[src/gvc_pkg.sv]
// Shared types and constants for the greedy vertex coloring block.
// No dependencies; compiled first.
package gvc_pkg;

  localparam int VertexW = 5;
  localparam int MaskW   = 32;
  localparam int ColorW  = 5;
  localparam int CountW  = 6;

  localparam int MaxVerticesDefault = 32;

  // Highest color the first-fit search can return, and the count ceiling.
  localparam logic [ColorW-1:0] MaxColor     = ColorW'(31);
  localparam logic [CountW-1:0] NumColorsMax = CountW'(32);

  typedef enum logic [1:0] {
    StIdle,
    StScan,
    StDrain,
    StFinish
  } gvc_state_e;

  typedef struct packed {
    logic capture;  // input beat taken this cycle
    logic scan;     // issue store read at current neighbor index
    logic commit;   // write back and load result register
  } gvc_cmd_t;

  typedef struct packed {
    logic scan_last;  // current index is the last slot
    logic out_free;   // result register can take a new beat
  } gvc_stat_t;

endpackage

[src/gvc_ctrl.sv]
// Controller FSM: accept, neighbor scan, drain, commit.
// Depends on gvc_pkg; drives gvc_dp through gvc_cmd_t.
module gvc_ctrl import gvc_pkg::*; (
  input  logic      clk_i,
  input  logic      rst_ni,
  input  logic      in_valid_i,
  output logic      in_ready_o,
  input  gvc_stat_t stat_i,
  output gvc_cmd_t  cmd_o
);

  gvc_state_e state_q, state_d;

  always_ff @(posedge clk_i or negedge rst_ni) begin
    if (!rst_ni) begin
      state_q <= StIdle;
    end else begin
      state_q <= state_d;
    end
  end

  always_comb begin
    state_d = state_q;
    unique case (state_q)
      StIdle:   if (in_valid_i) state_d = StScan;
      StScan:   if (stat_i.scan_last) state_d = StDrain;
      StDrain:  state_d = StFinish;
      StFinish: if (stat_i.out_free) state_d = StIdle;
      default:  state_d = StIdle;
    endcase
  end

  always_comb begin
    in_ready_o     = 1'b0;
    cmd_o          = '0;
    unique case (state_q)
      StIdle: begin
        in_ready_o    = 1'b1;
        cmd_o.capture = in_valid_i;
      end
      StScan:   cmd_o.scan   = 1'b1;
      StDrain:  ;
      StFinish: cmd_o.commit = stat_i.out_free;
      default:  ;
    endcase
  end

endmodule

[config.mk]
export PLATFORM = sky130hd
export DESIGN_NAME = gvc_ctrl
export DESIGN_NICKNAME = d
export VERILOG_FILES = /design/src/gvc_pkg.sv /design/src/gvc_ctrl.sv
export SDC_FILE = /design/constraint.sdc
export NUM_CORES = 1
export LEC_CHECK = 0
export ABC_AREA = 1
export BUFFER_PORTS_ARGS = -buffer_cell sky130_fd_sc_hd__buf_2
export CORE_AREA = 5 5 42 44
export CTS_CLUSTER_DIAMETER = 120
export CTS_CLUSTER_SIZE = 16
export DETAILED_ROUTE_END_ITERATION = 6
export DIE_AREA = 0 0 47 49
export HOLD_SLACK_MARGIN = 0.15
export PLACE_DENSITY_LB_ADDON = 0.15
export SETUP_SLACK_MARGIN = 0.15
export SLEW_MARGIN = 20
export SYNTH_ARGS = -nofsm -noshare
export SYNTH_HDL_FRONTEND = slang
export SYNTH_SLANG_ARGS = --single-unit
[constraint.sdc]
create_clock -name clk_i -period 1.15 [get_ports clk_i]
set_clock_uncertainty 0.05 [all_clocks]
set_input_delay 0.2875 -clock clk_i [delete_from_list [all_inputs] [get_ports clk_i]]
set_output_delay 0.2875 -clock clk_i [all_outputs]
set_load 0.005 [all_outputs]
* Word-level counts from Yosys, hierarchy flattened *
Cells that the tools add are included.

word-level totals
  output and inout bits = 4
  flip-flop bits (word level) = 2

operators by class
  mux-type cells = 8
  reduce and logical (&&, ||, !) cells = 2
  equality and inequality tests = 6

operators by type and width
  cell                                           count
  case mux 2 bit (4 select lines)                1
  2-to-1 mux 2 bit                               3
  inequality test 2 bit, second input constant   3
  == test 2 bit, second input constant           2
  2-to-1 mux 1 bit                               4
  AND reduction 3 bit                            1
  == test 2 x 1 -> 1 bit, second input constant  1
  zero test 2 bit                                1

* Depth between registers and ports, before layout *
Gate-level depths: netlist of run 1.

  word-level depth = 3
  mapped depth = 6
  depth with buffers taken out = 6

* Least setup slack after synthesis of run 1 *
OpenSTA, ideal clock, no wires.

  path kind = reg2out
  from = reg state_q[0]
  to = out cmd_o[2] in the netlist's numbering
  setup slack = 9 ps
  cell stages (with the launch flop) = 5
  data required time = 812 ps
  arrival = 804 ps
  cells stage by stage = dfrtp_1 inv_1 ha_1 nand2_1 inv_1

RTL lines
  what                      RTL line        source
  start: declaration        gvc_ctrl.sv:12  gvc_state_e state_q, state_d;
  start signal: assignment  gvc_ctrl.sv:16  state_q <= StIdle;
  start signal: assignment  gvc_ctrl.sv:18  state_q <= state_d;
  end: declaration          gvc_ctrl.sv:9   output gvc_cmd_t cmd_o

==> results.py, run 1 <==
metrics = {
    "die": {
        "design.core.area_um2": 1400,
        "dieWidth_um": 47,
        "num_rows": 14,
        "pin_count": 9,
        "start_util": 0.147,
        "die_h_um": 49,
        "dieArea_um2": 2300,
    },
    "power_and_ir_drop": {
        "switchingPower_mw": 0.385,
        "p_sw_frac": 0.394,
        "vdd_drop_max_mv": 0.797,
        "seq_power_share": 0.168,
        "power_density_nw_per_um2": 2590,
        "intPower_mw": 0.592,
        "power.leakage_nw": 0.231,
        "p_clk_frac": 0.154,
        "power_frac_comb": 0.678,
    },
    "grt": {
        "grt_pass1_vias": 230,
        "antenna_found_initial": 0,
        "track_usage": 0.0605,
        "grt-ovfl-total": 0,
        "grt_pass1_wl_um": 986,
        "grt_max_degree": 5,
    },
    "clock_network": {
        "ctsRootBufferMaster": "clkbuf_4",
        "clkLatencyLatePin_ns": 0.22,
        "ctsLongestPathBuffers": 2,
        "ctsHtreeMaxLevel": 1,
        "clkSinkCount": 2,
        "cts_made_buffers": 3,
        "clkSlewWorstSetupHoldPaths_ns": 0.03,
        "tritoncts": "yes",
    },
    "synthesis": {
        "synthAdderAreaFrac": 0.242,
        "synth-simple-area-share": 0.352,
        "seq_area_frac_synth": 0.242,
        "yosys.cell_types.count": 8,
        "synth_compound_area_frac": 0,
        "synth_top_area_frac": 0.242,
        "synth.area.mux_share": 0,
        "yosysWarnings": 0,
        "ys_seq_elements": 2,
        "yosys.area.top_type": "dfrtp_1",
        "synth.top_cells.by_area": "dfrtp_1, ha_1, inv_1",
        "synth_top_family_by_area": "simple AND/OR/NAND/NOR gates",
        "netlist_area_um2": 206,
        "avgSynthCellArea_um2": 7.37,
        "synthXorXnorAreaFrac": 0,
        "syn-num-nets": 37,
        "synthCells": 28,
    },
    "outcome": {
        "violations": "negative setup slack",
        "status": "finished, violations left",
    },
    "routing": {
        "via_per_inst": 3.55,
        "drt_iter0_drc": 3,
        "wl_um": 535,
        "drcViolationCount": 0,
        "drtPass1Iterations": 2,
        "ant_nets": 0,
        "num_vias": 220,
        "wl_per_cell_um": 8.63,
    },
    "finish": {
        "synthToLayoutAreaGrowth_pct": 82.4,
        "drive_above_1_share": 0.652,
        "nets": 57,
        "num_antenna_cells": 0,
        "largest_reg_flops": 2,
        "final_cell_count_no_fill": 62,
        "largestRegisters": "state_q x2",
        "max_flop_register": "state_q",
    },
    "timing": {
        "hold_violations": 0,
        "setup_viol_count_final": 6,
        "fmax_mhz": 716,
        "tns_ns": -1.18,
        "rsz0062_at_grt": "true",
        "finalCritPeriodShare": 1.21,
        "slew_headroom": 0.893,
        "tightestPinTransition_ns": 0.161,
        "setup_slack_ns": -0.246,
        "fin_hold_ws_ns": 0.336,
        "finalMaxSlewViolations": 0,
        "fin_crit_ns": 1.40,
    },
    "setup_path": {
        "r2r_slack_ns": -0.14,
        "reg2regPathDepth": 8,
        "reg2reg_to": "state_q[0]",
        "critPathKind": "register to primary output",
        "worstPathMaxFanout": 4,
        "worst_ep_required_time_ns": 0.81,
        "r2r_start": "state_q[1]",
        "start_kind": "register",
        "arrival_ns": 1.06,
        "cp-end-kind": "primary output",
    },
    "min_path": {
        "hp-class": "input pin to async pin",
    },
    "placement": {
        "hpwl_um": 383,
        "place_congestion": 0.657,
        "io_buffers": 8,
        "placedCellCount": 53,
    },
    "job": {
        "maxCapViolations": 0,
    },
}
[layer usage]
| metal | part of all wire | wire (um) | global-route usage | vias up |
|---|---|---|---|---|
| li1 | - | - | - | 121 |
| met1 | 0.45 | 243 | 0.0788 | 89 |
| met2 | 0.46 | 245 | 0.0724 | 10 |
| met3 | 0.086 | 46 | 0.0332 | 0 |
| met4 | 0 | 0 | 0.0415 | 0 |
| met5 | 0 | 0 | 0 | - |
[how the worst max path moves through the flow]
stage,cells past startpoint,startpoint,slack (ns),end
2_1_floorplan,4,state_q[1],0.03,cmd_o[2]
4_1_cts,5,state_q[0],-0.27,cmd_o[2]
3_5_place_dp,5,state_q[1],-0.11,cmd_o[2]
5_1_grt,5,state_q[1],-0.31,cmd_o[2]
6_report,3,state_q[1],-0.25,cmd_o[1]
3_3_place_gp,5,state_q[1],-0.09,cmd_o[2]
[cells by family after synthesis]
| logic type | after synthesis |
|---|---|
| DFF | 2 |
| and+or+nand+nor | 13 |
| adders and majority gates | 4 |
| buffers and inverters | 9 |
[cells in the mapped netlist]
cell / n
nand4_1: 2
nand2_4: 1
nand2_1: 7
nand2_2: 2
ha_1: 4
inv_1: 9
nand3_2: 1
dfrtp_1: 2
[layout make-up]
class / count / area [um^2]
multi-input combinational: 17 / 150
sequential: 2 / 51.3
timing repair buffer: 15 / 98.8
tap: 16 / 20.0
inverter: 9 / 33.8
clock buffer: 3 / 22.5
fill: 164 / 1020
[critical path, cell delays in order, from the launching register on]
cell,delay (ns)
dfrtp_1,0.41
inv_2,0.10
ha_2,0.20
buf_2,0.12
[power groups by stage]
stage	clock (mW)	combinational (mW)	sequential, mW
global route	0.168	0.760	0.176
CTS	0.160	0.588	0.164
detailed placement	0	0.437	0.158
global placement	0	0.429	0.158
floorplan	0	0.296	0.142
finish	0.151	0.662	0.164
[stage by stage]
step                instance area [um^2]  power, mW  worst slack [ns]  utilization
finish                               377      0.977            -0.246        0.269
floorplan                            209      0.437            0.0339            -
CTS                                  354      0.912            -0.268        0.253
global placement                     277      0.587           -0.0870        0.197
detailed placement                   277      0.595            -0.107        0.197
global route                         377       1.10            -0.307        0.269
[placed cells by master (no fill, tap or decap)]
master / instances
buf_4: 5
nand2_2: 2
nand4_1: 2
dfrtp_2: 1
clkbuf_4: 3
inv_2: 3
buf_6: 1
dfrtp_1: 1
inv_1: 6
nand2_1: 6
ha_4: 1
buf_2: 8
ha_2: 3
dlygate4sd3_1: 1
nand3_2: 1
nand2_4: 2
[repair_timing]
item                                   4_1_cts  5_1_grt
gates resized for setup                      7        4
pin swaps                                    5        3
cloned                                       0        0
setup endpoints to repair                    6        6
buffers inserted                             3        2
hold buffers                                 1        0
endpoints found under the hold margin        2        0
No activity file was read; power rests on OpenSTA's default activity.
==> run 2: changes to the inputs <==
--- a/config.mk
+++ b/config.mk
@@ -9,3 +9,3 @@
 export BUFFER_PORTS_ARGS = -buffer_cell sky130_fd_sc_hd__buf_2
-export CORE_AREA = 5 5 42 44
+export CORE_AREA = 2 2 39 41
 export CTS_CLUSTER_DIAMETER = 120
@@ -13,5 +13,6 @@
 export DETAILED_ROUTE_END_ITERATION = 6
-export DIE_AREA = 0 0 47 49
+export DIE_AREA = 0 0 41 43
 export HOLD_SLACK_MARGIN = 0.15
 export PLACE_DENSITY_LB_ADDON = 0.15
+export RECOVER_POWER = 50
 export SETUP_SLACK_MARGIN = 0.15
==> constraint.sdc (replaced) <==
create_clock -name clk_i -period 1.15 [get_ports clk_i]
set_clock_uncertainty 0.05 [all_clocks]
set_input_delay 0.1725 -clock clk_i [delete_from_list [all_inputs] [get_ports clk_i]]
set_output_delay 0.1725 -clock clk_i [all_outputs]
set_load 0.005 [all_outputs]
==> results.py, run 2 (same netlist as run 1, synthesis figures left out) <==
metrics = {
    "outcome": {
        "status": "finished, violations left",
        "violations": "negative setup slack",
    },
    "timing": {
        "finalCritPeriodShare": 1.10,
        "finalMaxSlewViolations": 0,
        "slew_headroom": 0.900,
        "fmax_mhz": 791,
        "setup_viol_count_final": 6,
        "rsz0062_at_grt": "true",
        "hold_violations": 0,
        "setup_slack_ns": -0.114,
        "tightestPinTransition_ns": 0.151,
        "fin_crit_ns": 1.26,
    },
    "setup_path": {
        "worst_ep_required_time_ns": 0.93,
        "crit_chain": "buf_6, ha_4, buf_6",
        "r2r_start": "state_q[0]",
        "cpPeakStageDelay_ns": 0.41,
        "cp_slowest_cell": "dfrtp_1",
        "crit_family": "flip-flops",
        "start_kind": "register",
        "crit_buf_inv": 2,
        "critPathKind": "register to primary output",
        "arrival_ns": 1.04,
        "worstPathMaxFanout": 3,
        "cpMostUsedCell": "buf_6",
        "reg2regPathDepth": 7,
        "cp-end-kind": "primary output",
        "timing.critical_path.depth": 3,
        "startpoint": "state_q[0]",
    },
    "min_path": {
        "hp-class": "input pin to async pin",
    },
    "finish": {
        "nFillCells": 156,
        "num_antenna_cells": 0,
        "drive_above_1_share": 0.545,
        "largest_reg_flops": 2,
        "nets": 55,
        "design_area_um2": 373,
        "max_flop_register": "state_q",
        "layout_common_cells": "nand2_1, inv_1, buf_2, clkbuf_4, buf_4",
        "synthToLayoutAreaGrowth_pct": 80.6,
        "largestRegisters": "state_q x2",
    },
    "power_and_ir_drop": {
        "vdd_drop_max_mv": 1.08,
        "power_frac_comb": 0.672,
        "p_clk_frac": 0.165,
        "power_density_nw_per_um2": 2480,
        "switchingPower_mw": 0.364,
        "power.leakage_nw": 0.223,
        "p_sw_frac": 0.394,
        "intPower_mw": 0.560,
        "p_total_mw": 0.923,
        "seq_power_share": 0.163,
    },
    "die": {
        "pin_count": 9,
        "design.core.area_um2": 1380,
        "die_h_um": 43,
        "dieArea_um2": 1760,
        "dieWidth_um": 41,
        "start_util": 0.149,
        "num_rows": 14,
    },
    "grt": {
        "grt_pass1_wl_um": 752,
        "track_usage": 0.0662,
        "antenna_found_initial": 0,
        "grt-ovfl-total": 0,
        "grt_pass1_vias": 223,
        "grt_max_degree": 4,
    },
    "clock_network": {
        "clkSlewWorstSetupHoldPaths_ns": 0.03,
        "ctsLongestPathBuffers": 2,
        "tritoncts": "yes",
        "clkSinkCount": 2,
        "clkLatencyLatePin_ns": 0.22,
        "ctsHtreeMaxLevel": 1,
        "ctsRootBufferMaster": "clkbuf_4",
        "cts_made_buffers": 3,
    },
    "job": {
        "maxCapViolations": 0,
    },
    "routing": {
        "drtPass1Iterations": 1,
        "wl_um": 429,
        "drt_iter0_drc": 0,
        "via_per_inst": 3.43,
        "ant_nets": 0,
        "wl_per_cell_um": 7.15,
        "drcViolationCount": 0,
        "num_vias": 206,
    },
    "placement": {
        "place_area_um2": 274,
        "io_buffers": 8,
        "hpwl_um": 320,
        "place_congestion": 0.614,
    },
}
-- run 2: cell types whose count changed in the layout (fill, tap and decap cells not counted), sizes merged --
| cell | before | now |
|---|---|---|
| buf | 14 | 11 |
| clkbuf | 3 | 4 |
-- run 2: area by class of cell --
type,count,area [um^2],area share
well taps,16,20.0,0.0537
inverters,9,33.8,0.0906
flip-flops and latches,2,50.0,0.134
clock buffers,3,22.5,0.0604
multi-input cells,17,158,0.423
repair buffers,13,88.8,0.238
-- run 2: worst paths after layout --
| path | to | slack (ns) |
|---|---|---|
| worst max-delay path | cmd_o[1] | -0.11 |
| worst min-delay path | state_q[0] | 0.22 |
| worst max register to register | state_q[0] | -0.01 |
| worst min register to register | state_q[1] | 0.58 |
| max in group asynchronous | state_q[1] | 0.70 |
| min in group clk_i | state_q[0] | 0.29 |
-- run 2: worst reg2reg max path, stage by stage (launching register included) --
cell,delay (ns)
dfrtp_1,0.39
inv_2,0.07
ha_4,0.16
buf_4,0.13
nand2_4,0.06
nand3_2,0.06
nand2_1,0.06
nand2_1,0.05
-- run 2: what timing repair did --
action,4_1_cts,5_1_grt
hold endpoints to repair,2,0
hold buffers,1,0
pin swaps,4,0
setup buffers,4,0
endpoints found under the setup margin,6,6
gates resized for setup,8,0
-- run 2: routing by layer --
metal / up-vias / track usage / share of wire / routed length [um]
met3: 0 / 0.0157 / 0.037 / 16
met4: 0 / 0.0800 / 0 / 0
li1: 114 / - / - / -
met2: 4 / 0.0938 / 0.54 / 232
met1: 88 / 0.0673 / 0.42 / 180
met5: - / 0 / 0 / 0
-- run 2: power groups by stage --
stage               registers (mW)  logic, mW  clock network, mW
finish                       0.151      0.620              0.152
global route                 0.156      0.717              0.176
CTS                          0.152      0.637              0.163
detailed placement           0.155      0.410                  0
global placement             0.149      0.424                  0
floorplan                    0.143      0.303                  0
-- run 2: metrics by stage --
step	TNS [ns]	hold slack (ns)	std cells	setup WS [ns]	util
3_3_place_gp	0	-0.0920	52	0.0270	0.198
6_report	-0.385	0.224	60	-0.114	0.269
5_1_grt	-0.745	0.215	60	-0.184	0.269
2_1_floorplan	0	-0.173	28	0.122	-
3_5_place_dp	0	-0.0904	52	0.0138	0.198
4_1_cts	-0.457	0.206	60	-0.134	0.270
==> run 3: changes to the inputs <==
--- a/config.mk
+++ b/config.mk
@@ -14,2 +14,3 @@
 export DIE_AREA = 0 0 41 43
+export GPL_TIMING_DRIVEN = 0
 export HOLD_SLACK_MARGIN = 0.15
==> constraint.sdc (replaced) <==
create_clock -name clk_i -period 1.15 [get_ports clk_i]
set_clock_uncertainty 0.05 [all_clocks]
set_input_delay 0.2875 -clock clk_i [delete_from_list [all_inputs] [get_ports clk_i]]
set_output_delay 0.2875 -clock clk_i [all_outputs]
set_load 0.005 [all_outputs]
==> results.py, run 3 (same netlist as run 1, synthesis figures left out) <==
metrics = {
    "die": {
        "dieWidth_um": 41,
        "dieArea_um2": 1760,
        "design.core.area_um2": 1380,
        "start_util": 0.149,
        "die_h_um": 43,
        "num_rows": 14,
        "pin_count": 9,
    },
    "placement": {
        "place_congestion": 0.641,
        "io_buffers": 8,
        "placedCellCount": 52,
        "place_area_um2": 269,
        "hpwl_um": 333,
    },
    "timing": {
        "tightestPinTransition_ns": 0.158,
        "setup_slack_ns": -0.250,
        "hold_violations": 0,
        "finalMaxSlewViolations": 0,
        "finalCritPeriodShare": 1.22,
        "fin_hold_ws_ns": 0.335,
        "rsz0062_at_grt": "true",
        "fmax_mhz": 714,
        "slew_headroom": 0.895,
        "setup_viol_count_final": 6,
        "fin_crit_ns": 1.40,
    },
    "clock_network": {
        "ctsRootBufferMaster": "clkbuf_4",
        "cts_made_buffers": 3,
        "ctsHtreeMaxLevel": 1,
        "clkSinkCount": 2,
        "clkLatencyLatePin_ns": 0.22,
        "clkSlewWorstSetupHoldPaths_ns": 0.03,
        "ctsLongestPathBuffers": 2,
        "tritoncts": "yes",
    },
    "routing": {
        "drtPass1Iterations": 4,
        "wl_per_cell_um": 8.05,
        "num_vias": 211,
        "ant_nets": 0,
        "wl_um": 491,
        "drcViolationCount": 0,
        "drt_iter0_drc": 3,
        "via_per_inst": 3.46,
    },
    "finish": {
        "largestRegisters": "state_q x2",
        "layout_common_cells": "nand2_1, inv_1, buf_2, inv_2, buf_4",
        "nFillCells": 154,
        "synthToLayoutAreaGrowth_pct": 91.5,
        "nets": 56,
        "max_flop_register": "state_q",
        "final_cell_count_no_fill": 61,
        "num_antenna_cells": 0,
        "fin_util": 0.286,
        "largest_reg_flops": 2,
        "design_area_um2": 395,
        "drive_above_1_share": 0.644,
        "final_common_cell": "nand2_1",
    },
    "grt": {
        "use_met3": 0.0157,
        "grt_pass1_wl_um": 834,
        "grt_pass1_vias": 212,
        "grt_max_degree": 5,
        "antenna_found_initial": 0,
        "grt_util_met1": 0.0839,
        "use_met2": 0.106,
        "top_usage_layer": "met2",
        "track_usage": 0.0724,
        "grt-ovfl-total": 0,
    },
    "job": {
        "maxCapViolations": 0,
    },
    "power_and_ir_drop": {
        "vdd_drop_max_mv": 1.11,
        "power.leakage_nw": 0.234,
        "p_total_mw": 1.03,
        "power_density_nw_per_um2": 2590,
    },
    "setup_path": {
        "reg2regPathDepth": 8,
        "worst_ep_required_time_ns": 0.81,
        "critPathKind": "register to primary output",
        "worstPathMaxFanout": 4,
        "cp-end-kind": "primary output",
        "reg2reg_to": "state_q[1]",
        "r2r_slack_ns": -0.15,
        "arrival_ns": 1.06,
        "start_kind": "register",
        "r2r_start": "state_q[0]",
    },
    "min_path": {
        "hp-class": "input pin to async pin",
    },
    "outcome": {
        "status": "finished, violations left",
        "violations": "negative setup slack",
    },
}
## run 3: cell types whose count changed in the layout (fill, tap and decap cells not counted), sizes merged
cell,previous run,this run
buf,11,12
## run 3: how the worst max path moves through the flow
stage / from / endpoint
floorplan: state_q[1] / cmd_o[2]
global placement: state_q[1] / cmd_o[2]
detailed placement: state_q[1] / cmd_o[2]
CTS: state_q[0] / cmd_o[2]
global route: state_q[0] / cmd_o[2]
finish: state_q[1] / cmd_o[2]
## run 3: layer usage
layer | vias to the layer above | wire, um
met5 | - | 0
met3 | 0 | 17
li1 | 117 | -
met4 | 0 | 0
met2 | 4 | 257
met1 | 90 | 217
## run 3: critical path: stages, from the launching register on
cell     delay (ns)
dfrtp_2        0.42
inv_2          0.10
ha_4           0.15
nand2_2        0.05
inv_2          0.04
buf_6          0.08
## run 3: report_power, final
group / internal [mW] / switching, mW / total, mW
clock: 0.115 / 0.0385 / 0.154
combinational: 0.391 / 0.317 / 0.708
sequential: 0.114 / 0.0496 / 0.164
total: 0.620 / 0.405 / 1.03
## run 3: final cells by class
type                    count  area (um^2)  share of cell area
clock buffers               3         22.5              0.0570
well taps                  16         20.0              0.0506
multi-input cells          17          165               0.418
flip-flops and latches      2         51.3               0.130
inverters                   9         33.8              0.0854
repair buffers             14          103               0.259
## run 3: what timing repair did
item,in CTS,in global routing
gates resized for setup,11,5
pin swaps,6,5
hold buffers,1,0
setup buffers,3,2
setup endpoints to repair,6,6
hold endpoints to repair,2,0
## run 3: per-stage QoR
step	setup WS (ns)	TNS, ns
after floorplan	0.0339	0
after global placement	-0.0786	-0.120
after detailed placement	-0.0879	-0.143
after CTS	-0.276	-0.959
after global routing	-0.310	-1.62
final	-0.250	-1.20
