## src/gvc_pkg.sv

```systemverilog
// Shared types and constants for the greedy vertex coloring block.
// No dependencies; compiled first.
package gvc_pkg;

  localparam int VertexW = 5;
  localparam int MaskW   = 32;
  localparam int ColorW  = 5;
  localparam int CountW  = 6;

  localparam int MaxVerticesDefault = 32;

  // Highest color the first-fit search can return, and the count ceiling.
  localparam logic [ColorW-1:0] MaxColor     = ColorW'(31);
  localparam logic [CountW-1:0] NumColorsMax = CountW'(32);

  typedef enum logic [1:0] {
    StIdle,
    StScan,
    StDrain,
    StFinish
  } gvc_state_e;

  typedef struct packed {
    logic capture;  // input beat taken this cycle
    logic scan;     // issue store read at current neighbor index
    logic commit;   // write back and load result register
  } gvc_cmd_t;

  typedef struct packed {
    logic scan_last;  // current index is the last slot
    logic out_free;   // result register can take a new beat
  } gvc_stat_t;

endpackage

```

## src/gvc_dp.sv

```systemverilog
// Datapath: color store, colored flags, used-color set, count, result register.
// Depends on gvc_pkg; sequenced by gvc_ctrl.
module gvc_dp import gvc_pkg::*; #(
  parameter int MAX_VERTICES = MaxVerticesDefault
) (
  input  logic               clk_i,
  input  logic               rst_ni,
  input  gvc_cmd_t           cmd_i,
  output gvc_stat_t          stat_o,
  input  logic [VertexW-1:0] vertex_i,
  input  logic [MaskW-1:0]   neighbor_mask_i,
  input  logic               new_graph_i,
  output logic               out_valid_o,
  input  logic               out_ready_i,
  output logic [ColorW-1:0]  assigned_color_o,
  output logic [CountW-1:0]  colors_used_o
);

  // Only the first MaskW vertices can ever be neighbors or be stored.
  localparam int NumSlots = (MAX_VERTICES < MaskW) ? MAX_VERTICES : MaskW;
  localparam int IdxW     = $clog2(NumSlots);
  localparam int UsedW    = 31;  // colors 0..30 decide; 31 is the fallback

  logic [VertexW-1:0]  vertex_q;
  logic [NumSlots-1:0] mask_q;
  logic [IdxW-1:0]     k_q;
  logic                qual_q;
  logic                acc_en_q;
  logic [ColorW-1:0]   rd_data_q;
  logic [UsedW-1:0]    used_q;
  logic [NumSlots-1:0] flags_q;
  logic [CountW-1:0]   count_q, count_d;
  logic                out_valid_q;
  logic [ColorW-1:0]   out_color_q;
  logic [CountW-1:0]   out_count_q;
  logic [ColorW-1:0]   pick;
  logic                slot_ok;
  logic [IdxW-1:0]     wr_idx;

  logic [ColorW-1:0] store_mem [NumSlots];

  assign slot_ok = int'(vertex_q) < NumSlots;
  assign wr_idx  = vertex_q[IdxW-1:0];

  assign stat_o.scan_last = (k_q == IdxW'(NumSlots - 1));
  assign stat_o.out_free  = !out_valid_q || out_ready_i;

  // Payload captures, scan index, read qualifier, store read and write, result register.
  always_ff @(posedge clk_i) begin
    if (cmd_i.capture) begin
      vertex_q <= vertex_i;
      mask_q   <= neighbor_mask_i[NumSlots-1:0];
      k_q      <= '0;
    end else if (cmd_i.scan) begin
      k_q <= k_q + IdxW'(1);
    end
    qual_q    <= mask_q[k_q] && flags_q[k_q] && (VertexW'(k_q) != vertex_q);
    rd_data_q <= store_mem[k_q];
    if (cmd_i.commit && slot_ok) begin
      store_mem[wr_idx] <= pick;
    end
    if (cmd_i.commit) begin
      out_color_q <= pick;
      out_count_q <= count_d;
    end
  end

  always_ff @(posedge clk_i) begin
    if (cmd_i.capture) begin
      used_q <= '0;
    end else if (acc_en_q && qual_q) begin
      used_q <= used_q | (UsedW'(1) << rd_data_q);
    end
  end

  always_ff @(posedge clk_i or negedge rst_ni) begin
    if (!rst_ni) begin
      acc_en_q    <= 1'b0;
      flags_q     <= '0;
      count_q     <= '0;
      out_valid_q <= 1'b0;
    end else begin
      acc_en_q <= cmd_i.scan;
      if (cmd_i.capture && new_graph_i) begin
        flags_q <= '0;
        count_q <= '0;
      end else if (cmd_i.commit) begin
        count_q <= count_d;
        if (slot_ok) flags_q[wr_idx] <= 1'b1;
      end
      if (cmd_i.commit) begin
        out_valid_q <= 1'b1;
      end else if (out_ready_i) begin
        out_valid_q <= 1'b0;
      end
    end
  end

  // First free color, lowest index wins.
  always_comb begin
    pick = MaxColor;
    for (int j = UsedW - 1; j >= 0; j--) begin
      if (!used_q[j]) pick = ColorW'(j);
    end
  end

  assign count_d = ((CountW'(pick) == count_q) && (count_q < NumColorsMax))
                   ? count_q + CountW'(1) : count_q;

  assign out_valid_o      = out_valid_q;
  assign assigned_color_o = out_color_q;
  assign colors_used_o    = out_count_q;

  a_count_bound: assert property (@(posedge clk_i) disable iff (!rst_ni)
    count_q <= NumColorsMax)
    else $error("color count above ceiling");

  a_first_fit: assert property (@(posedge clk_i) disable iff (!rst_ni)
    cmd_i.commit |-> CountW'(pick) <= count_q)
    else $error("picked color skips past count");

  a_new_graph_clears: assert property (@(posedge clk_i) disable iff (!rst_ni)
    (cmd_i.capture && new_graph_i) |=> (flags_q == '0 && count_q == '0))
    else $error("new graph did not clear state");

  a_commit_loads: assert property (@(posedge clk_i) disable iff (!rst_ni)
    cmd_i.commit |=> out_valid_q)
    else $error("commit did not present a result");

endmodule
```

## config.mk

```make
export PLATFORM = sky130hd
export DESIGN_NAME = gvc_dp
export DESIGN_NICKNAME = d
export VERILOG_FILES = /design/src/gvc_pkg.sv /design/src/gvc_dp.sv
export SDC_FILE = /design/constraint.sdc
export NUM_CORES = 1
export LEC_CHECK = 0
export BUFFER_PORTS_ARGS = -buffer_cell sky130_fd_sc_hd__clkbuf_2
export CAP_MARGIN = 20
export CORE_MARGIN = 3
export CORE_UTILIZATION = 30
export CTS_CLUSTER_SIZE = 25
export DETAILED_ROUTE_END_ITERATION = 10
export MAX_ROUTING_LAYER = met4
export SYNTH_ARGS = -nofsm -noshare
export SYNTH_HDL_FRONTEND = slang
export SYNTH_SLANG_ARGS = --single-unit
```

## constraint.sdc

```tcl
create_clock -name clk_i -period 3.9 [get_ports clk_i]
set_input_delay 0.195 -clock clk_i [delete_from_list [all_inputs] [get_ports clk_i]]
set_output_delay 0.195 -clock clk_i [all_outputs]
set_load 0.005 [all_outputs]
```

### After elaboration in Yosys (flattened, before gate mapping)

Memory sizes are Yosys's and may differ from the RTL's. A register that Yosys moved wholly into a read port is not among the register bits.
Cells that the tools add are included.
W data, S select, Z words.

* flip-flop bits (word level): 125
* latch bits: 0
* RAM bits: 160
* ROM bits: 0
* logic and storage cells: 80
* memories: 1

Memory list
* store_mem: words 32, bits a word 5, rd ports 1, clocked after Yosys merged registers in 1, wr ports 1, RTL line gvc_dp.sv:40 `logic [ColorW-1:0] store_mem [NumSlots];`

* add/sub/neg operators: 2
* multiply operators: 0
* div/mod/pow operators: 0
* magnitude comparators: 4
* equality and inequality tests: 3
* shifts and indexed selects: 1
* multiplexer cells: 46
* bitwise operators: 2
* reductions and logical operators: 10

Operator list (count)
* $mux W5: 30
* $mux W32: 2
* $or A32 B32 Y32: 1
* $or A31 B31 Y31: 1
* $shl A1 B5 Y31 const A: 1
* $mux W6: 3
* $lt A5 B6 Y1 const B: 2
* $bmux W1 S5: 2
* $mux W1: 8
* $add A6 B1 Y6 const B: 1
* $eq A5 B6 Y1: 1
* $logic_and A1 B1 Y1: 6
* $lt A6 B6 Y1 const B: 1
* $add A5 B1 Y5 const B: 1
* $demux W1 S5: 1
* $eq A5 B5 Y1 const B: 1
* $ge A5 B1 Y1 const B: 1
* $ne A5 B5 Y1: 1
* $reduce_bool A2 Y1: 2
* $logic_not A1 Y1: 1
* $logic_or A1 B1 Y1: 1

### Logic depth before layout (Yosys ltp)

Gate-level depths: netlist of run 1.

* word-level depth: 36
* depth in mapped cells: 9
* gate-level depth less buffers: 7

### Worst setup path after synthesis of run 1

No wires, ideal clock.

* path kind: reg2reg
* from: register used_q[5]
* to: register out_count_q[3], in the netlist colors_used_o[3] (data pin)
* arrival time: 2.860 ns
* data required time: 3.640 ns
* path slack: 0.779 ns
* cell stages (with the launch flop): 9
* clock period less this slack: 3.121 ns
* path through: dfxtp_1 -> buf_4 -> nand4_1 -> nor4_2 -> xnor2_1 -> and4b_1 -> nand4_2 -> or3_1 -> xnor2_1

* cells in the longest elaborated chain, start to end: 9

RTL lines
* start: declaration: RTL line gvc_dp.sv:30 `logic [UsedW-1:0] used_q;`
* start signal: assignment: RTL line gvc_dp.sv:72 `used_q <= used_q | (UsedW'(1) << rd_data_q);`
* $mux W5 (6 in series): RTL line gvc_dp.sv:103 `if (!used_q[j]) pick = ColorW'(j);`
* named net pick[4]: RTL line gvc_dp.sv:36 `logic [ColorW-1:0] pick;`
* $eq A5 B6 Y1: RTL line gvc_dp.sv:107 `assign count_d = ((CountW'(pick) == count_q) && (count_q < NumColorsMax))`
* $logic_and A1 B1 Y1: RTL line gvc_dp.sv:107
* $mux W6: RTL line gvc_dp.sv:108 `? count_q + CountW'(1) : count_q;`
* named net count_d[3]: RTL line gvc_dp.sv:32 `logic [CountW-1:0] count_q, count_d;`
* end signal: assignment: RTL line gvc_dp.sv:64 `out_count_q <= count_d;`
* end: declaration: RTL line gvc_dp.sv:35 `logic [CountW-1:0] out_count_q;`

The timed path passes the listed nets, and every way through them passes these cells.
A chain may end at the register's enable or synchronous reset.

### Final worst setup path of run 1

Ends and elaborated chain as after synthesis.

==> results of run 1 <==
==> power by group <==
| group | switching (mW) | internal [mW] | leakage [nW] |
|---|---|---|---|
| Clock | 1.11 | 1.43 | 0.429 |
| Combinational | 0.245 | 0.216 | 1.39 |
| Sequential | 0.0776 | 3.38 | 2.99 |
| Total | 1.44 | 5.02 | 4.81 |
==> final timing paths <==
kind                                    startpoint                          to  cells after the start
max                         used_q[5]$_SDFFE_PP0P_  colors_used_o[3]$_DFFE_PP_                      8
min                                       cmd_i[2]         mask_q[0]$_DFFE_PP_                      2
max reg2reg                 used_q[5]$_SDFFE_PP0P_  colors_used_o[3]$_DFFE_PP_                      8
min reg2reg                used_q[30]$_SDFFE_PP0P_     used_q[30]$_SDFFE_PP0P_                      2
max in group asynchronous                   rst_ni      flags_q[4]$_DFFE_PN0P_                      3
min in group asynchronous                   rst_ni     out_valid_o$_DFFE_PN0P_                      3
==> cells in the final DEF, fill, tap and decap left out, types with 4 or more instances in the layout <==
cell / n
clkbuf_2: 57
clkbuf_16: 29
o21ai_0: 17
mux2_2: 5
nand3b_1: 8
buf_4: 11
a21oi_1: 22
clkinv_1: 6
nand4_1: 9
xor2_1: 6
inv_1: 11
clkbuf_1: 4
nor2_1: 85
xnor2_1: 9
nand2_1: 43
nand2b_1: 7
o211ai_1: 6
a31oi_1: 10
dfxtp_1: 40
mux2i_1: 4
o21a_1: 32
mux4_2: 52
clkbuf_8: 4
edfxtp_1: 208
dfrtp_1: 40
nor2b_1: 5
o2111ai_1: 4
nand3_1: 32
dlygate4sd3_1: 40
clkinv_2: 5
o31ai_1: 4
==> flip-flops by register name (all words and copies together) (netlist names) <==
register and cells:
used_q 31, acc_en_q 1, count_q 6, vertex_q 5
flags_q 32, mask_q 32, k_q 5, qual_q 1
assigned_color_o 5, rd_data_q 5, out_valid_o 1, store_mem 160
colors_used_o 6
==> per-stage QoR <==
| stage | std cells | utilization (%) | total power [mW] | setup slack, ns | cell area, um2 |
|---|---|---|---|---|---|
| 3_5_place_dp | 1291 | 32.9 | 3.96 | 0.974 | 12400 |
| 5_1_grt | 1384 | 36.3 | 6.70 | 0.739 | 13700 |
| 3_3_place_gp | 1291 | 32.9 | 3.95 | 1.03 | 12400 |
| 2_1_floorplan | 748 | - | 3.80 | 0.779 | 11600 |
| 6_report | 1384 | 36.3 | 6.46 | 0.952 | 13700 |
| 4_1_cts | 1383 | 36.2 | 6.52 | 0.952 | 13700 |
==> kinds of logic after synthesis <==
logic type	Yosys count
adders and majority gates	3
and+or+nand+nor	212
xor gates and xnor gates	15
muxes	61
DFF	290
AOI/OAI and AO/OA	119
buffers and inverters	48
==> cell type report <==
cell class	count	area, um2	share of cell area [%]
clock inverters	15	77.6	0.565
well taps	511	639	4.65
inverters	11	41.3	0.300
repair buffers	110	816	5.94
clock buffers	37	796	5.79
flip-flops and latches	290	8090	58.9
multi-input cells	410	3280	23.9
==> per-layer routing <==
layer  wire [um]  vias up
met1       10400     3407
met2       13200      175
met4         618        0
met3        1100       44
li1            -     3086
met5           0        -
==> critical path: stages, from the launching register on <==
cell	delay [ns]
dfxtp_1	0.47
nand4_1	0.24
nor4_4	0.31
buf_4	0.35
xnor2_1	0.16
and4b_1	0.24
nand4_2	0.30
or3_1	0.47
xnor2_1	0.14
==> results.py, run 1 <==
metrics = {
    "synthesis": {
        "synth_top_family_by_area": "multiplexers",
        "ys_seq_area_share_pct": 69.9,
        "synth_cell_type_count": 60,
        "synth-edff-count": 208,
        "syn_area_um2": 11600,
        "synth_cells": 748,
        "syn_area_per_cell_um2": 15.5,
        "synth_most_common_cell": "edfxtp_1",
        "synth_top_area_share_pct": 54.0,
        "synthXorXnorAreaFrac_pct": 1.14,
        "synth_commonest_cells": "edfxtp_1, nor2_1, mux4_2",
        "synthMuxAreaShare_pct": 11.0,
        "ys_ff_latch": 290,
        "synth_compound_area_share_pct": 7.07,
        "synth_warnings": 0,
        "async_flop_share_pct": 13.8,
        "synth_top_area_cell": "edfxtp_1",
        "synth-simple-area-share_pct": 8.72,
        "synth_area_leaders": "edfxtp_1, mux4_2, dfrtp_1",
        "synth_fa_ha_area_share_pct": 0.325,
        "syn_nets": 795,
        "ys.flop_type": "edfxtp_1",
    },
    "timing": {
        "setup_violations": 0,
        "slew_headroom_pct": 30.1,
        "setup-tns-final_ns": 0,
        "fmaxAchievable_mhz": 339,
        "drv_slew": 0,
        "hold_slack_ns": 0.168,
        "worst_pin_slew_ns": 1.05,
        "clock_skew_ns": 0.0120,
        "rsz0062_at_grt": "false",
        "finalCritPeriodShare_pct": 75.6,
        "min_period_ns": 2.95,
        "finalHoldViolCount": 0,
    },
    "cts": {
        "ctsHoldBuffers": 40,
        "cts_root_buf": "clkbuf_16",
        "insertion_delay_ns": 0.54,
        "clock-sinks": 290,
        "h-tree-depth": 1,
        "post-cts-setup-buffers": 0,
        "cts_buffer_depth": 3,
        "cts_tree": "yes",
        "cts_resized": 0,
        "clkSlewWorstSetupHoldPaths_ns": 0.06,
        "cts_made_buffers": 28,
    },
    "power": {
        "leakage_nw": 4.81,
        "vdd_drop_max_mv": 0.360,
        "power_density_nw_per_um2": 470,
    },
    "global_routing": {
        "overflow": 0,
        "grt.met3_usage_pct": 1.34,
        "grt_pass1_wl_mm": 40.0,
        "grt_max_degree": 55,
        "grt_use_met1_pct": 15.6,
        "grt_antenna_before_repair": 0,
        "grt_pass1_vias": 6970,
        "grtUsageMet2_pct": 22.5,
        "gr-max-usage-layer": "met2",
        "grt_usage_pct": 12.8,
    },
    "route": {
        "ant_nets": 0,
        "route.vias.total": 6712,
        "drt-pass1-iter-count": 5,
        "routed_wl_mm": 25.3,
        "drt_iter0_markers": 615,
        "vias_per_cell": 4.85,
        "drc": 0,
        "routedWlPerCell_um": 18.3,
    },
    "worst_setup_path": {
        "worstPathArrival_ns": 3.23,
        "r2r_slack_ns": 0.95,
        "crit_fanout": 34,
        "cp-start-kind": "flip-flop",
        "cp.required_ns": 4.18,
        "critPathKind": "reg2reg",
        "cp-end-kind": "flip-flop",
    },
    "floorplanning": {
        "chipHeight_um": 202,
        "ios": 58,
        "die_x_um": 202,
        "initial_core_util_pct": 30.6,
        "dieArea_um2": 40900,
        "row_count": 71,
        "core-area_um2": 37800,
    },
    "placement": {
        "gp_congestion": 0.796,
        "io_buffers": 57,
        "hpwl_mm": 16.2,
    },
    "min_path": {
        "holdCritPathClass": "in2reg",
    },
    "layout": {
        "n_antenna_cell": 0,
        "nets": 898,
        "drive_gt1_share_pct": 21.0,
        "area_delta_synth_final_pct": 18.8,
        "fillers": 3616,
    },
    "flow_run": {
        "maxCapViolCount": 0,
    },
    "run_status": {
        "status": "finished, final reports clean",
    },
}
(Power assumes the default switching activity.)
==> run 2, diff against run 1 <==
Settings changed: ABC_AREA from default to 1.
Clock period 3.9 ns to 2.4 ns, I/O delays scaled along.
==> results.py, run 2 <==
metrics = {
    "run_status": {
        "status": "finished, violations left",
        "violations": "setup timing",
    },
    "worst_setup_path": {
        "cpMostUsedCell": "nand2_1",
        "worstPathArrival_ns": 2.83,
        "path_buf_inv": 1,
        "cp-end-kind": "flip-flop",
        "crit_start": "used_q[30]$_SDFFE_PP0P_",
        "cp.required_ns": 2.71,
        "r2r_cells": 35,
        "critPathKind": "reg2reg",
        "cpLargestDelayFamily": "simple AND/OR/NAND/NOR gates",
        "cp-start-kind": "flip-flop",
        "cp.depth": 35,
        "critPathMaxStageDelay_ns": 0.31,
        "crit_fanout": 6,
        "r2r_end": "colors_used_o[1]$_DFFE_PP_",
        "crit_slowest_cell": "dfxtp_2",
        "r2r_start": "used_q[30]$_SDFFE_PP0P_",
        "r2r_slack_ns": -0.11,
    },
    "power": {
        "vdd_drop_max_mv": 0.609,
        "power_density_nw_per_um2": 792,
        "leakage_nw": 5.17,
        "power_mw": 11.2,
    },
    "cts": {
        "h-tree-depth": 1,
        "cts_buffer_depth": 3,
        "cts_tree": "yes",
        "cts_made_buffers": 29,
        "cts_root_buf": "clkbuf_16",
        "clkSlewWorstSetupHoldPaths_ns": 0.06,
        "clock-sinks": 290,
        "post-cts-setup-buffers": 0,
        "insertion_delay_ns": 0.57,
    },
    "synthesis": {
        "async_flop_share_pct": 13.8,
        "ys_ff_latch": 290,
        "ys_seq_area_share_pct": 69.8,
        "synth_commonest_cells": "nor2_1, edfxtp_1, nand2_1",
        "synth_cells": 1052,
        "syn_area_um2": 11600,
        "synth_most_common_cell": "nor2_1",
        "synth-edff-count": 208,
        "synth_area_leaders": "edfxtp_1, dfrtp_1, nor2_1",
        "synth_top_area_cell": "edfxtp_1",
        "ys.flop_type": "edfxtp_1",
        "syn_nets": 1099,
        "syn_area_per_cell_um2": 11.0,
        "synth_cell_type_count": 37,
        "synth_top_area_share_pct": 53.9,
        "synth_warnings": 0,
    },
    "layout": {
        "reg_top3": "store_mem (160), flags_q (32), mask_q (32)",
        "area_delta_synth_final_pct": 21.8,
        "final_cell_mix": "nor2_1, edfxtp_1, nand2_1",
        "drive_gt1_share_pct": 13.1,
        "final_common_cell": "nor2_1",
        "largest_reg_flops": 160,
        "nets": 1218,
        "stdcell_count": 1705,
        "n_antenna_cell": 0,
        "largest_register": "store_mem",
    },
    "floorplanning": {
        "initial_core_util_pct": 30.6,
        "chipHeight_um": 203,
        "core-area_um2": 37800,
        "row_count": 71,
        "dieArea_um2": 41000,
        "die_x_um": 203,
        "ios": 58,
    },
    "route": {
        "routedWlPerCell_um": 16.8,
        "ant_nets": 0,
        "drc": 0,
        "wl_met2_mm": 13.5,
        "drt-pass1-iter-count": 5,
        "vias_per_cell": 4.84,
        "dr_wl_met3_mm": 1.77,
        "route.vias.total": 8245,
        "drt_iter0_markers": 581,
        "drt-met1-wl_mm": 12.7,
        "top_layer_used": "met4",
        "routed_wl_mm": 28.6,
    },
    "placement": {
        "placedCellCount": 1610,
        "gp_congestion": 0.830,
        "hpwl_mm": 18.0,
        "io_buffers": 57,
    },
    "timing": {
        "clock_skew_ns": 0.0220,
        "worst_pin_slew_ns": 0.679,
        "postLayoutSetupSlackWorst_ns": -0.112,
        "finalHoldViolCount": 0,
        "setup-tns-final_ns": -0.959,
        "drv_slew": 0,
        "fmaxAchievable_mhz": 398,
        "min_period_ns": 2.51,
        "finalCritPeriodShare_pct": 105,
        "rsz0062_at_grt": "true",
        "slew_headroom_pct": 54.6,
        "setup_violations": 41,
    },
    "global_routing": {
        "grt_antenna_before_repair": 1,
        "grt_pass1_vias": 8009,
        "overflow": 0,
        "grt_usage_pct": 14.1,
        "grt_max_degree": 74,
        "grt_pass1_wl_mm": 44.9,
    },
    "flow_run": {
        "maxCapViolCount": 0,
    },
    "min_path": {
        "hold_path_startpoint": "cmd_i[0]",
        "whs_path_depth": 2,
        "hold_path_end": "colors_used_o[1]$_DFFE_PP_",
        "holdCritPathClass": "in2reg",
    },
}
-- run 2: through the flow --
| stage | hold slack (ns) | area [um2] | utilization, % | worst slack [ns] |
|---|---|---|---|---|
| after global routing | 0.0399 | 14100 | 37.3 | -0.467 |
| after CTS | 0.00961 | 14100 | 37.2 | -0.121 |
| after floorplan | -0.176 | 11600 | - | 0.0342 |
| after global placement | 0.247 | 12700 | 33.6 | -0.0860 |
| final | 0.0197 | 14100 | 37.3 | -0.112 |
| after detailed placement | 0.252 | 12700 | 33.6 | -0.110 |
-- run 2: where the power goes --
group | total [mW] | switching [mW] | internal [mW] | leakage, nW
clock | 4.52 | 1.90 | 2.62 | 0.461
sequential | 5.65 | 0.134 | 5.52 | 2.85
combinational | 0.997 | 0.617 | 0.380 | 1.86
total | 11.2 | 2.65 | 8.52 | 5.17
-- run 2: final cells by class --
cell class / instances / area [um2]
Tap cell: 511 / 639
Clock buffer: 39 / 783
Sequential cell: 290 / 8090
Fill cell: 3731 / 23700
Multi-Input combinational cell: 656 / 3130
Inverter: 54 / 203
Clock inverter: 15 / 168
Timing Repair Buffer: 140 / 1100
-- run 2: layer usage --
metal  track usage [%]  vias up
li1                  -     3931
met1              19.0     4026
met2              23.0      239
met3              1.89       49
met4              2.99        0
met5                 -        -
-- run 2: worst max path at each step --
stage                     slack [ns]                          to
after floorplan                 0.03  colors_used_o[1]$_DFFE_PP_
after global placement         -0.09  colors_used_o[1]$_DFFE_PP_
after detailed placement       -0.11  colors_used_o[1]$_DFFE_PP_
after CTS                      -0.12  colors_used_o[1]$_DFFE_PP_
after global routing           -0.47  colors_used_o[1]$_DFFE_PP_
final                          -0.11  colors_used_o[1]$_DFFE_PP_
-- run 2: kinds of logic (layout without fill, tap and decap cells) --
group	count (synthesis)	after routing	synth area share (%)
xor+xnor	5	5	0.378
flops	290	290	69.8
simple gates	452	452	16.3
compound gates	196	196	9.72
buf+inv	106	248	3.47
fa+ha+maj	3	3	0.324
-- run 2: repair_timing --
action	4_1_cts	5_1_grt
endpoints found under the setup margin	42	57
hold buffers	41	0
resized for setup	0	8
endpoints found under the hold margin	85	0
pin swaps	0	5
-- run 2: worst reg2reg max path: cells and delay by family (launching register included) --
kind	cells	cell delay, ns
buf+inv	1	0.04
simple gates	34	1.93
flops	1	0.31
==> run 3, diff against run 2 <==
==> constraint.sdc (replaced) <==
create_clock -name clk_i -period 2.4 [get_ports clk_i]
set_input_delay 0.48 -clock clk_i [delete_from_list [all_inputs] [get_ports clk_i]]
set_output_delay 0.48 -clock clk_i [all_outputs]
set_load 0.005 [all_outputs]
==> results.py, run 3 (same netlist as run 2, synthesis figures left out) <==
metrics = {
    "run_status": {
        "status": "finished, violations left",
        "violations": "setup timing",
    },
    "timing": {
        "worst_pin_slew_ns": 0.748,
        "rsz0062_at_grt": "true",
        "setup-tns-final_ns": -1.51,
        "finalCritPeriodShare_pct": 106,
        "setup_violations": 44,
        "fmaxAchievable_mhz": 393,
        "clock_skew_ns": 0.0244,
        "slew_headroom_pct": 49.9,
        "finalHoldViolCount": 0,
        "drv_slew": 0,
        "min_period_ns": 2.54,
        "postLayoutSetupSlackWorst_ns": -0.141,
    },
    "floorplanning": {
        "row_count": 71,
        "chipHeight_um": 203,
        "die_x_um": 203,
        "core-area_um2": 37800,
        "dieArea_um2": 41000,
        "initial_core_util_pct": 30.6,
        "ios": 58,
    },
    "layout": {
        "drive_gt1_share_pct": 15.6,
        "fin_area_um2": 13900,
        "largest_register": "store_mem",
        "final_common_cell": "nor2_1",
        "reg_top3": "store_mem (160), flags_q (32), mask_q (32)",
        "n_antenna_cell": 0,
        "area_delta_synth_final_pct": 20.4,
        "final_util_pct": 36.9,
        "fillers": 3761,
        "nets": 1201,
        "largest_reg_flops": 160,
        "final_cell_mix": "nor2_1, edfxtp_1, nand2_1",
    },
    "worst_setup_path": {
        "critPathMaxStageDelay_ns": 0.32,
        "cp-start-kind": "flip-flop",
        "r2r_start": "used_q[30]$_SDFFE_PP0P_",
        "cp.required_ns": 2.71,
        "critPathKind": "reg2reg",
        "crit_slowest_cell": "dfxtp_2",
        "worstPathArrival_ns": 2.85,
        "cpMostUsedCell": "nand2_1",
        "cp-end-kind": "flip-flop",
        "crit_start": "used_q[30]$_SDFFE_PP0P_",
        "crit_fanout": 6,
    },
    "route": {
        "routed_wl_mm": 28.6,
        "ant_nets": 0,
        "drc": 0,
        "vias_per_cell": 4.93,
        "drt-pass1-iter-count": 5,
        "route.vias.total": 8329,
        "drt_iter0_markers": 716,
        "routedWlPerCell_um": 16.9,
    },
    "placement": {
        "dp_slack_ns": -0.0960,
        "gp_congestion": 0.813,
        "dpl_cell_area_um2": 12900,
        "hpwl_mm": 18.1,
        "io_buffers": 57,
    },
    "global_routing": {
        "grt_max_degree": 64,
        "grt_pass1_wl_mm": 44.4,
        "grt_pass1_vias": 7934,
        "grt_usage_pct": 14.0,
        "overflow": 0,
        "grt_antenna_before_repair": 0,
    },
    "power": {
        "switching_share_pct": 23.6,
        "vdd_drop_max_mv": 0.628,
        "power_density_nw_per_um2": 805,
        "p_clk_share_pct": 41.0,
        "power.internal_mw": 8.58,
        "comb_power_share_pct": 8.6,
        "pwr-share-seq_pct": 50.4,
        "leakage_nw": 5.16,
        "switchingPower_mw": 2.65,
    },
    "cts": {
        "clkSlewWorstSetupHoldPaths_ns": 0.06,
        "cts_root_buf": "clkbuf_16",
        "insertion_delay_ns": 0.57,
        "clock-sinks": 290,
        "cts_tree": "yes",
        "h-tree-depth": 1,
        "cts_buffer_depth": 3,
        "cts_made_buffers": 29,
    },
    "flow_run": {
        "maxCapViolCount": 0,
    },
    "min_path": {
        "hold_path_startpoint": "neighbor_mask_i[6]",
        "holdCritPathClass": "in2reg",
    },
}
-- run 3: stage by stage --
stage	hold slack (ns)	instances	total power [mW]
after global placement	0.448	1628	6.67
after floorplan	0.184	1052	6.30
final	0.0813	1688	11.2
after CTS	0.0530	1683	11.3
after global routing	0.0531	1688	11.7
after detailed placement	0.459	1628	6.69
-- run 3: power by group through the flow --
stage / Sequential [mW] / Clock (mW) / Combinational [mW]
floorplan: 5.70 / 0 / 0.605
global placement: 5.75 / 0 / 0.916
detailed placement: 5.75 / 0 / 0.936
CTS: 5.65 / 4.71 / 0.938
global route: 5.67 / 4.92 / 1.08
finish: 5.66 / 4.61 / 0.968
-- run 3: cell type report --
cell class,count,area (um2),area share [%]
clock buffers,41,821,5.89
well taps,511,639,4.58
flip-flops and latches,290,8090,58.0
repair buffers,123,908,6.51
multi-input cells,656,3130,22.4
clock inverters,13,159,1.14
inverters,54,203,1.45
-- run 3: worst paths after layout --
path / endpoint / slack (ns) / depth (start not counted)
min in group asynchronous: flags_q[19]$_DFFE_PN0P_ / 0.46 / 2
worst min register to register: used_q[30]$_SDFFE_PP0P_ / 0.46 / 2
max in group asynchronous: flags_q[25]$_DFFE_PN0P_ / 1.38 / 3
worst min-delay path: mask_q[6]$_DFFE_PP_ / 0.08 / 1
worst max-delay path: colors_used_o[1]$_DFFE_PP_ / -0.14 / 35
worst max register to register: colors_used_o[1]$_DFFE_PP_ / -0.14 / 35
-- run 3: worst max-delay path, delay by kind of cell (launching register included) --
family	cells	cell delay, ns
AND/OR/NAND/NOR	34	1.91
buffers and inverters	1	0.05
flip-flops	1	0.32
-- run 3: metal layers --
metal	global-route usage, %	vias up	share of wire (%)	wire, um
met5	-	-	0	0
met4	3.64	0	2.5	713
met3	2.28	68	6.3	1790
met2	21.5	295	46	13300
met1	19.4	4058	45	12800
li1	-	3908	-	-
-- run 3: repair_timing --
action | 4_1_cts | 5_1_grt
endpoints found under the hold margin | 19 | 0
endpoints found under the setup margin | 43 | 78
resized for setup | 0 | 9
hold buffers | 1 | 0
gates cloned | 0 | 1
pin swaps | 0 | 5
setup buffers | 0 | 4
